## src/rtl/core/gal_pkg.sv

```systemverilog
// ----------------------------------------------------------------------------
// gal_pkg
// Shared types and constants of the glyph atlas lookup block.
// ----------------------------------------------------------------------------
package gal_pkg;

	localparam int CODE_W    = 16;
	localparam int IMG_W     = 15;
	localparam int OFS_W     = 14;
	localparam int CFG_IDX_W = 4;
	localparam int DIV_CNT_W = $clog2(IMG_W + 1);

	localparam logic [CODE_W-1:0] NEWLINE_CODE = 16'd10;
	localparam logic [IMG_W-1:0]  IMAGE_RESET  = 15'd256;

	localparam logic [CFG_IDX_W-1:0] REG_IMAGE_WIDTH  = 4'd0;
	localparam logic [CFG_IDX_W-1:0] REG_IMAGE_HEIGHT = 4'd1;

	typedef enum logic [1:0] {
		CMD_CLEAR  = 2'd0,
		CMD_LOAD   = 2'd1,
		CMD_FINISH = 2'd2,
		CMD_LOOKUP = 2'd3
	} cmd_t;

	typedef struct packed {
		logic acc_clear;
		logic acc_load;
		logic acc_finish;
		logic acc_lookup;
		logic div_start;
		logic div_sel;
		logic store_w;
		logic store_h;
		logic scan_start;
		logic scan_run;
		logic mul_en;
		logic out_load;
	} dp_cmd_t;

	typedef struct packed {
		logic scan_done;
		logic div_done;
	} dp_stat_t;

endpackage

```

## src/rtl/core/gal_ctrl.sv

```systemverilog
// ----------------------------------------------------------------------------
// gal_ctrl
// Sequencer: accepts requests, runs scan, divide and multiply steps, and
// owns the response valid flag.
// ----------------------------------------------------------------------------
module gal_ctrl (
	input  logic              clk,
	input  logic              arst_n,
	input  logic              req_valid,
	input  gal_pkg::cmd_t     req_cmd,
	output logic              req_ready,
	output logic              rsp_valid,
	input  logic              rsp_ready,
	output gal_pkg::dp_cmd_t  dp_cmd,
	input  gal_pkg::dp_stat_t dp_stat
);
	import gal_pkg::*;

	typedef enum logic [3:0] {
		ST_IDLE,
		ST_DIVW_GO,
		ST_DIVW,
		ST_DIVH_GO,
		ST_DIVH,
		ST_SCAN_GO,
		ST_SCAN,
		ST_MUL,
		ST_RESULT
	} state_t;

	state_t state_q;
	logic   rsp_valid_q;
	logic   accept;
	logic   out_free;

	assign req_ready = (state_q == ST_IDLE);
	assign accept    = req_valid && req_ready;
	assign out_free  = !rsp_valid_q || rsp_ready;
	assign rsp_valid = rsp_valid_q;

	always_comb begin
		dp_cmd            = '0;
		dp_cmd.acc_clear  = accept && (req_cmd == CMD_CLEAR);
		dp_cmd.acc_load   = accept && (req_cmd == CMD_LOAD);
		dp_cmd.acc_finish = accept && (req_cmd == CMD_FINISH);
		dp_cmd.acc_lookup = accept && (req_cmd == CMD_LOOKUP);
		dp_cmd.div_start  = (state_q == ST_DIVW_GO) || (state_q == ST_DIVH_GO);
		dp_cmd.div_sel    = (state_q == ST_DIVH_GO);
		dp_cmd.store_w    = (state_q == ST_DIVW) && dp_stat.div_done;
		dp_cmd.store_h    = (state_q == ST_DIVH) && dp_stat.div_done;
		dp_cmd.scan_start = (state_q == ST_SCAN_GO);
		dp_cmd.scan_run   = (state_q == ST_SCAN);
		dp_cmd.mul_en     = (state_q == ST_MUL);
		dp_cmd.out_load   = (state_q == ST_RESULT) && out_free;
	end

	always_ff @(posedge clk or negedge arst_n) begin
		if (!arst_n) begin
			state_q     <= ST_IDLE;
			rsp_valid_q <= 1'b0;
		end else begin
			if (dp_cmd.out_load) begin
				rsp_valid_q <= 1'b1;
			end else if (rsp_ready) begin
				rsp_valid_q <= 1'b0;
			end
			unique case (state_q)
				ST_IDLE: begin
					if (dp_cmd.acc_finish) begin
						state_q <= ST_DIVW_GO;
					end else if (dp_cmd.acc_lookup) begin
						state_q <= ST_SCAN_GO;
					end
				end
				ST_DIVW_GO: state_q <= ST_DIVW;
				ST_DIVW: begin
					if (dp_stat.div_done) begin
						state_q <= ST_DIVH_GO;
					end
				end
				ST_DIVH_GO: state_q <= ST_DIVH;
				ST_DIVH: begin
					if (dp_stat.div_done) begin
						state_q <= ST_RESULT;
					end
				end
				ST_SCAN_GO: state_q <= ST_SCAN;
				ST_SCAN: begin
					if (dp_stat.scan_done) begin
						state_q <= ST_MUL;
					end
				end
				ST_MUL: state_q <= ST_RESULT;
				ST_RESULT: begin
					if (out_free) begin
						state_q <= ST_IDLE;
					end
				end
				default: state_q <= ST_IDLE;
			endcase
		end
	end

endmodule

```

## config.mk

```make
export PLATFORM = sky130hd
export DESIGN_NAME = gal_ctrl
export DESIGN_NICKNAME = d
export VERILOG_FILES = /design/src/rtl/core/gal_pkg.sv /design/src/rtl/core/gal_ctrl.sv
export SDC_FILE = /design/constraint.sdc
export NUM_CORES = 1
export LEC_CHECK = 0
export ABC_CLOCK_PERIOD_IN_PS = 1400
export BUFFER_PORTS_ARGS = -buffer_cell sky130_fd_sc_hd__buf_4
export CAP_MARGIN = 15
export CELL_PAD_IN_SITES_DETAIL_PLACEMENT = 1
export CELL_PAD_IN_SITES_GLOBAL_PLACEMENT = 2
export CORE_ASPECT_RATIO = 0.9
export CORE_MARGIN = 2
export CORE_UTILIZATION = 22
export CTS_BUF_LIST = sky130_fd_sc_hd__clkbuf_8
export CTS_CLUSTER_SIZE = 12
export DETAILED_ROUTE_END_ITERATION = 12
export GPL_TIMING_DRIVEN = 0
export PLACE_DENSITY = 0.83
export RECOVER_POWER = 25
export SLEW_MARGIN = 20
export SYNTH_ARGS = -nofsm -noshare
export SYNTH_HDL_FRONTEND = slang
export SYNTH_SLANG_ARGS = --single-unit
```

## constraint.sdc

```tcl
create_clock -name clk -period 1.4 [get_ports clk]
set_input_delay 0.21 -clock clk [delete_from_list [all_inputs] [get_ports clk]]
set_output_delay 0.21 -clock clk [all_outputs]
set_load 0.05 [all_outputs]
```

==> results.md, run 1 <==
* CP Buf/Inv Count at 3
* Reg power frac at 0.109
* Clock Tree Buf Depth at 2
* Layout Nets at 105
* Met2 usage at 0.3610
* Crit-path slowest cell: dfrtp_1
* Number of port buffers at 21
* Netlist cell types at 24
* Initial Util at 0.2323
* Max cap viols at 0
* Die Wd at 51.17 µm
* VDD IR max at 1.155 mV
* Root Driver: clkbuf_8
* Combinational share of power at 0.789
* Synth Cell Area at 440.4 µm²
* Pin count of the biggest net entering global routing at 11
* Post-synth top area cell: dfrtp_1
* Drt drc at 0
* Setup Slack @ Placement at -0.2906 ns
* Async S/R FF share, synth at 1.000
* Dpl hpwl at 1.091 mm
* Clock group share of total power at 0.101
* #FFs+latches synth at 5
* Met3 Usage GRT at 0.05195
* Hold Path Class: input pin to register
* Worst Path Required at 1.19 ns
* # IOs at 22
* Post-synth EDFFs at 0
* Worst-Margin Slew at 0.3184 ns
* Leakage Power at 0.0004650 µW
* Initial antenna violation count at 0
* Drt pass-1 iters at 4
* Diodes inserted at 0
* Top FF cell, synth: dfrtp_1
* Status: finished, violations left
* CTS clk-pin slew, worst paths at 0.05 ns
* Ratio of total power to cell area at 2640 nW/µm²
* Grt total ovfl at 0
* Synth cell count leaders: nor2_1, nand2_1, nor3_1
* H-tree levels at 1
* Switching share of power at 0.4926
* Post-Layout Cell Count at 121
* Max incr delay on CP at 0.40 ns
* Register area share after synthesis at 0.2841
* Vias in the first global route at 572
* Delay-heaviest family, CP: simple AND/OR/NAND/NOR gates
* Worst Skew at 0.007624 ns
* CTS tree: built
* Slew Viols, Final at 0
* Core Area at 1896 µm²
* Internal Pwr Total at 1470 µW
* Failing checks: negative setup slack
* Mean Syn Cell Area at 8.156 µm²
* Syn. warnings at 0
* Share of layout cells above drive strength 1 at 0.7500
* Finished layout cell area at 1097 µm²
* Syn Nets at 62
* CTS sink cnt at 5
* First-pass GRT wire length at 3.187 mm
* Row count at 15
* Post-Syn Instances at 54
* TNS Setup at -4.358 ns
* Max-slew headroom at 0.7873
* Routability Congestion at 0.6674
* Most frequent cell after synthesis: nor2_1
* Final worst-path cycle share at 1.328
* Later-pin clock latency in the skew report at 0.23 ns
* Setup violators final at 15
* Final hold vios at 0
* Synth area leaders: dfrtp_1, nor3_1, nor2_1, buf_6, nand2_1
* Placed insts at 100
* WL/cell at 19.12 µm
* Top cell type's share of synthesized area at 0.2841
* DIE AREA at 2376 µm²
* CP cell instances: buf_6 -> nor4_4 -> buf_4 -> nand3_4 -> nor2_4 -> buf_8
* Dpl cell area at 744.5 µm²
* WS Path Type: register to output port
* Max Clk Rate at 0.5379 GHz
* Syn-to-layout area delta at 149.1%
* Arr. time, crit path at 1.65 ns
* Chip height at 46.45 µm
* Met1 usage at 0.2367
* RSZ-0062 raised after global routing: yes
* Routed vias at 568
* 1st-iter DRT viols at 5
* WL final at 2.313 mm
* Post-layout min period at 1.859 ns
* Most Crowded Layer GR: met2
* Aggregate global-route resource usage at 0.1969
* P_sw at 1427 µW
* Crit start category: register
* DRT antenna net count at 0
* Drt via density at 4.694
* Num CTS Buffers at 3
* Final Power at 2897 µW
* CP max FO at 4
* Crit end category: output port
* Worst setup margin at -0.4590 ns
==> worst reg2reg max path, cell delays in order (launching register included) <==
cell     delay [ns]
dfrtp_1        0.40
buf_6          0.14
nor4_4         0.32
buf_4          0.19
buf_4          0.12
o21ai_1        0.06
or3_1          0.35
nand3_1        0.10
==> state kept, by name (all words and copies together), names as in the netlist <==
| name | cells |
|---|---|
| state_q | 4 |
| rsp_valid | 1 |
==> cell usage in the layout, fill, tap and decap left out, types with 2 or more instances in the layout <==
cell type and instances:
or2_4 2, nor3b_4 2, nor2_1 2, dfrtp_1 2
nand2_1 4, buf_6 13, buf_4 20, clkbuf_8 3
buf_8 7, dfrtp_2 3, nor2_4 5, inv_1 3
nor3_4 5
==> cells by family (layout without fill, tap and decap cells) <==
| family | count (synthesis) | count (layout) | synth area share |
|---|---|---|---|
| buf+inv | 7 | 49 | 0.09943 |
| simple gates | 33 | 33 | 0.4347 |
| compound gates | 7 | 7 | 0.1421 |
| xor+xnor | 2 | 2 | 0.03978 |
| flops | 5 | 5 | 0.2841 |
==> metrics by stage <==
stage               hold slack (ns)    util
finish                       0.3422  0.5789
global route                 0.3663  0.5789
CTS                          0.3190  0.5650
detailed placement          0.01410  0.3927
global placement            0.01427  0.3927
floorplan                  -0.08559       -
==> layout make-up <==
type	instances	area (µm²)
Fill cell	197	798.3
Multi-Input combinational cell	42	464.2
Timing Repair Buffer	39	377.9
Sequential cell	5	128.9
Clock buffer	3	41.29
Buffer	3	37.54
Tap cell	25	31.28
Inverter	3	11.26
Clock inverter	1	5.005
==> layer usage <==
layer	vias to the layer above	wire length, µm	share of wire
met2	9	1270	0.55
met4	0	16	0.0069
met3	2	56	0.024
met1	285	970	0.42
li1	272	-	-
met5	-	0	0
==> final timing paths <==
check                           start          to  slack [ns]  cells after the start
min in group asynchronous      arst_n   rsp_valid        0.37                      2
setup reg to reg           state_q[1]  state_q[2]       -0.36                      7
max in group asynchronous      arst_n  state_q[3]        0.77                      2
setup / recovery           state_q[1]  dp_cmd[10]       -0.46                      6
hold / removal              rsp_ready   rsp_valid        0.34                      3
hold reg to reg             rsp_valid   rsp_valid        0.60                      2
==> repair_timing <==
action / 4_1_cts / 5_1_grt
endpoints found under the hold margin: 5 / 0
gates cloned: 0 / 0
endpoints found under the setup margin: 15 / 15
pin swaps: 13 / 14
resized for setup: 38 / 9
hold buffers: 1 / 0
setup buffers: 15 / 4
==> power by group through the flow <==
stage	logic, µW	clock network (µW)	registers, µW
6_report	2290	294	317
5_1_grt	2370	304	318
4_1_cts	2120	289	280
3_5_place_dp	1470	0	268
3_3_place_gp	1450	0	264
2_1_floorplan	1130	0	292
No activity file was read; power rests on OpenSTA's default activity.
==> run 2, diff against run 1 <==
CORE_ASPECT_RATIO = not set   (was 0.9)
==> results.md, run 2 (synthesis results as in run 1) <==
* Failing checks: negative setup slack
* Vias in the first global route at 660 (+15%)
* Max cap viols at 0 (unchanged)
* Diodes inserted at 0 (unchanged)
* Post-layout min period at 1.789 ns (-0.07023 ns)
* Max Clk Rate at 0.5590 GHz (+3.9%)
* First-pass GRT wire length at 2.980 mm (-6.5%)
* WL/cell at 16.58 µm (-13%)
* # IOs at 22 (unchanged)
* Root Driver: clkbuf_8
* Arr. time, crit path at 1.58 ns (-0.07 ns)
* CP Buf/Inv Count at 1 (-2)
* Setup violators final at 15 (unchanged)
* CTS tree: built
* Final worst-path cycle share at 1.278 (-0.05016)
* Most frequent cells in the layout: buf_6, buf_4, buf_8, nor2_4, nor3_4
* Drt drc at 0 (unchanged)
* CP cell instances: nor4_4 -> nand3_2 -> nor2_4 -> buf_8
* RSZ-0062 raised after global routing: yes
* Syn-to-layout area delta at 154.0%
* Drt via density at 4.785 (+1.9%)
* Hold Path Class: input pin to register
* CTS clk-pin slew, worst paths at 0.04 ns (about the same)
* Crit-path slowest cell: dfrtp_2
* Worst setup margin at -0.3888 ns (+0.07023 ns)
* Dpl cell area at 747.0 µm² (+0.34%)
* Routability Congestion at 0.7046 (+5.6%)
* Chip height at 48.74 µm (+4.9%)
* Worst-Margin Slew at 0.3626 ns (+0.04416 ns)
* Finished layout cell area at 1119 µm² (+1.9%)
* Clock Tree Buf Depth at 2 (unchanged)
* Dpl hpwl at 1.036 mm (-5.0%)
* Status: finished, violations left
* Aggregate global-route resource usage at 0.1635 (-0.03340)
* TNS Setup at -3.796 ns (+0.5628 ns)
* Grt total ovfl at 0 (unchanged)
* Slew Viols, Final at 0 (unchanged)
* CTS sink cnt at 5 (unchanged)
* Hold Crit Depth at 3 (unchanged)
* Worst Skew at 0.003223 ns (-0.004401 ns)
* Max-slew headroom at 0.7564 (-0.03082)
* Row count at 16 (+1)
* WL final at 2.006 mm (-13%)
* Leakage Power at 0.0004658 µW (+0.18%)
* Final hold vios at 0 (unchanged)
* WS Path Type: register to output port
* DRT antenna net count at 0 (unchanged)
* Share of layout cells above drive strength 1 at 0.7553 (+0.005319)
* DIE AREA at 2376 µm² (about the same)
* Max incr delay on CP at 0.43 ns (+0.03 ns)
* Worst Path Required at 1.19 ns (about the same)
* Layout Nets at 103 (-1.9%)
* Core Area at 1922 µm² (+1.4%)
* Drt pass-1 iters at 4 (unchanged)
* Number of port buffers at 21 (unchanged)
* Core Util, Final at 0.5820 (+0.003153)
* VDD IR max at 1.408 mV (+22%)
* Final Power at 2937 µW (+1.4%)
* Crit end category: output port
* FF-to-FF path depth at 5 (-2)
* Fill count at 224 (+14%)
* Initial Util at 0.2292 (-0.003177)
* Most common cell after layout, fill and taps aside: buf_6
* 1st-iter DRT viols at 2 (-3)
* Largest register FFs at 4 (unchanged)
* CP max FO at 4 (unchanged)
* Ratio of total power to cell area at 2625 nW/µm² (-0.55%)
* H-tree levels at 1 (unchanged)
* WP depth at 4 (-2)
* Later-pin clock latency in the skew report at 0.23 ns (about the same)
* Routed vias at 579 (+1.9%)
* Pin count of the biggest net entering global routing at 11 (unchanged)
* Initial antenna violation count at 0 (unchanged)
* Largest Register: state_q
* Num CTS Buffers at 3 (unchanged)
* Delay-heaviest family, CP: simple AND/OR/NAND/NOR gates
* Die Wd at 48.74 µm (-4.7%)
* Crit start category: register
## run 2: where the power goes
| group | switching (µW) | internal, µW |
|---|---|---|
| clock network | 87.4 | 189 |
| logic | 1220 | 1120 |
| registers | 100 | 222 |
## run 2: final timing paths
path | start | endpoint | slack, ns
hold / removal | rsp_ready | rsp_valid | 0.35
max in group asynchronous | arst_n | state_q[0] | 0.79
min in group asynchronous | arst_n | state_q[1] | 0.37
hold reg to reg | rsp_valid | rsp_valid | 0.61
setup / recovery | state_q[1] | dp_cmd[10] | -0.39
setup reg to reg | state_q[0] | state_q[2] | -0.29
## run 2: through the flow
stage	hold slack, ns	std cells	worst slack, ns
5_1_grt	0.3735	121	-0.4935
3_3_place_gp	0.01408	102	-0.3004
6_report	0.3518	121	-0.3888
2_1_floorplan	-0.08559	54	-0.7790
3_5_place_dp	0.01337	102	-0.3619
4_1_cts	0.3201	120	-0.4264
## run 2: metal layers
layer,GRT usage,share of wire
met5,0,0
met4,0.09048,0.030
met3,0.04938,0.037
met2,0.2900,0.60
met1,0.1708,0.33
## run 2: worst register-to-register path, delay by kind of cell (launching register included)
kind                   cells  cell delay, ns
AND/OR/NAND/NOR            3            0.83
flip-flops                 1            0.43
buffers and inverters      1            0.15
AO/OA/AOI/OAI              1            0.16
## run 2: timing repair
action | 4_1_cts | 5_1_grt
gates cloned | 0 | 0
pin swaps | 11 | 10
resized for setup | 36 | 17
endpoints found under the hold margin | 5 | 0
setup endpoints to repair | 15 | 15
hold buffers | 1 | 0
setup buffers | 14 | 5
## run 2: area by class of cell
cell class / instances / area, µm² / area share
clock inverters: 1 / 3.754 / 0.003356
repair buffers: 39 / 412.9 / 0.3691
inverters: 3 / 11.26 / 0.01007
clock buffers: 3 / 41.29 / 0.03691
multi-input cells: 42 / 475.5 / 0.4251
plain buffers: 1 / 11.26 / 0.01007
flip-flops and latches: 5 / 128.9 / 0.1152
well taps: 27 / 33.78 / 0.03020
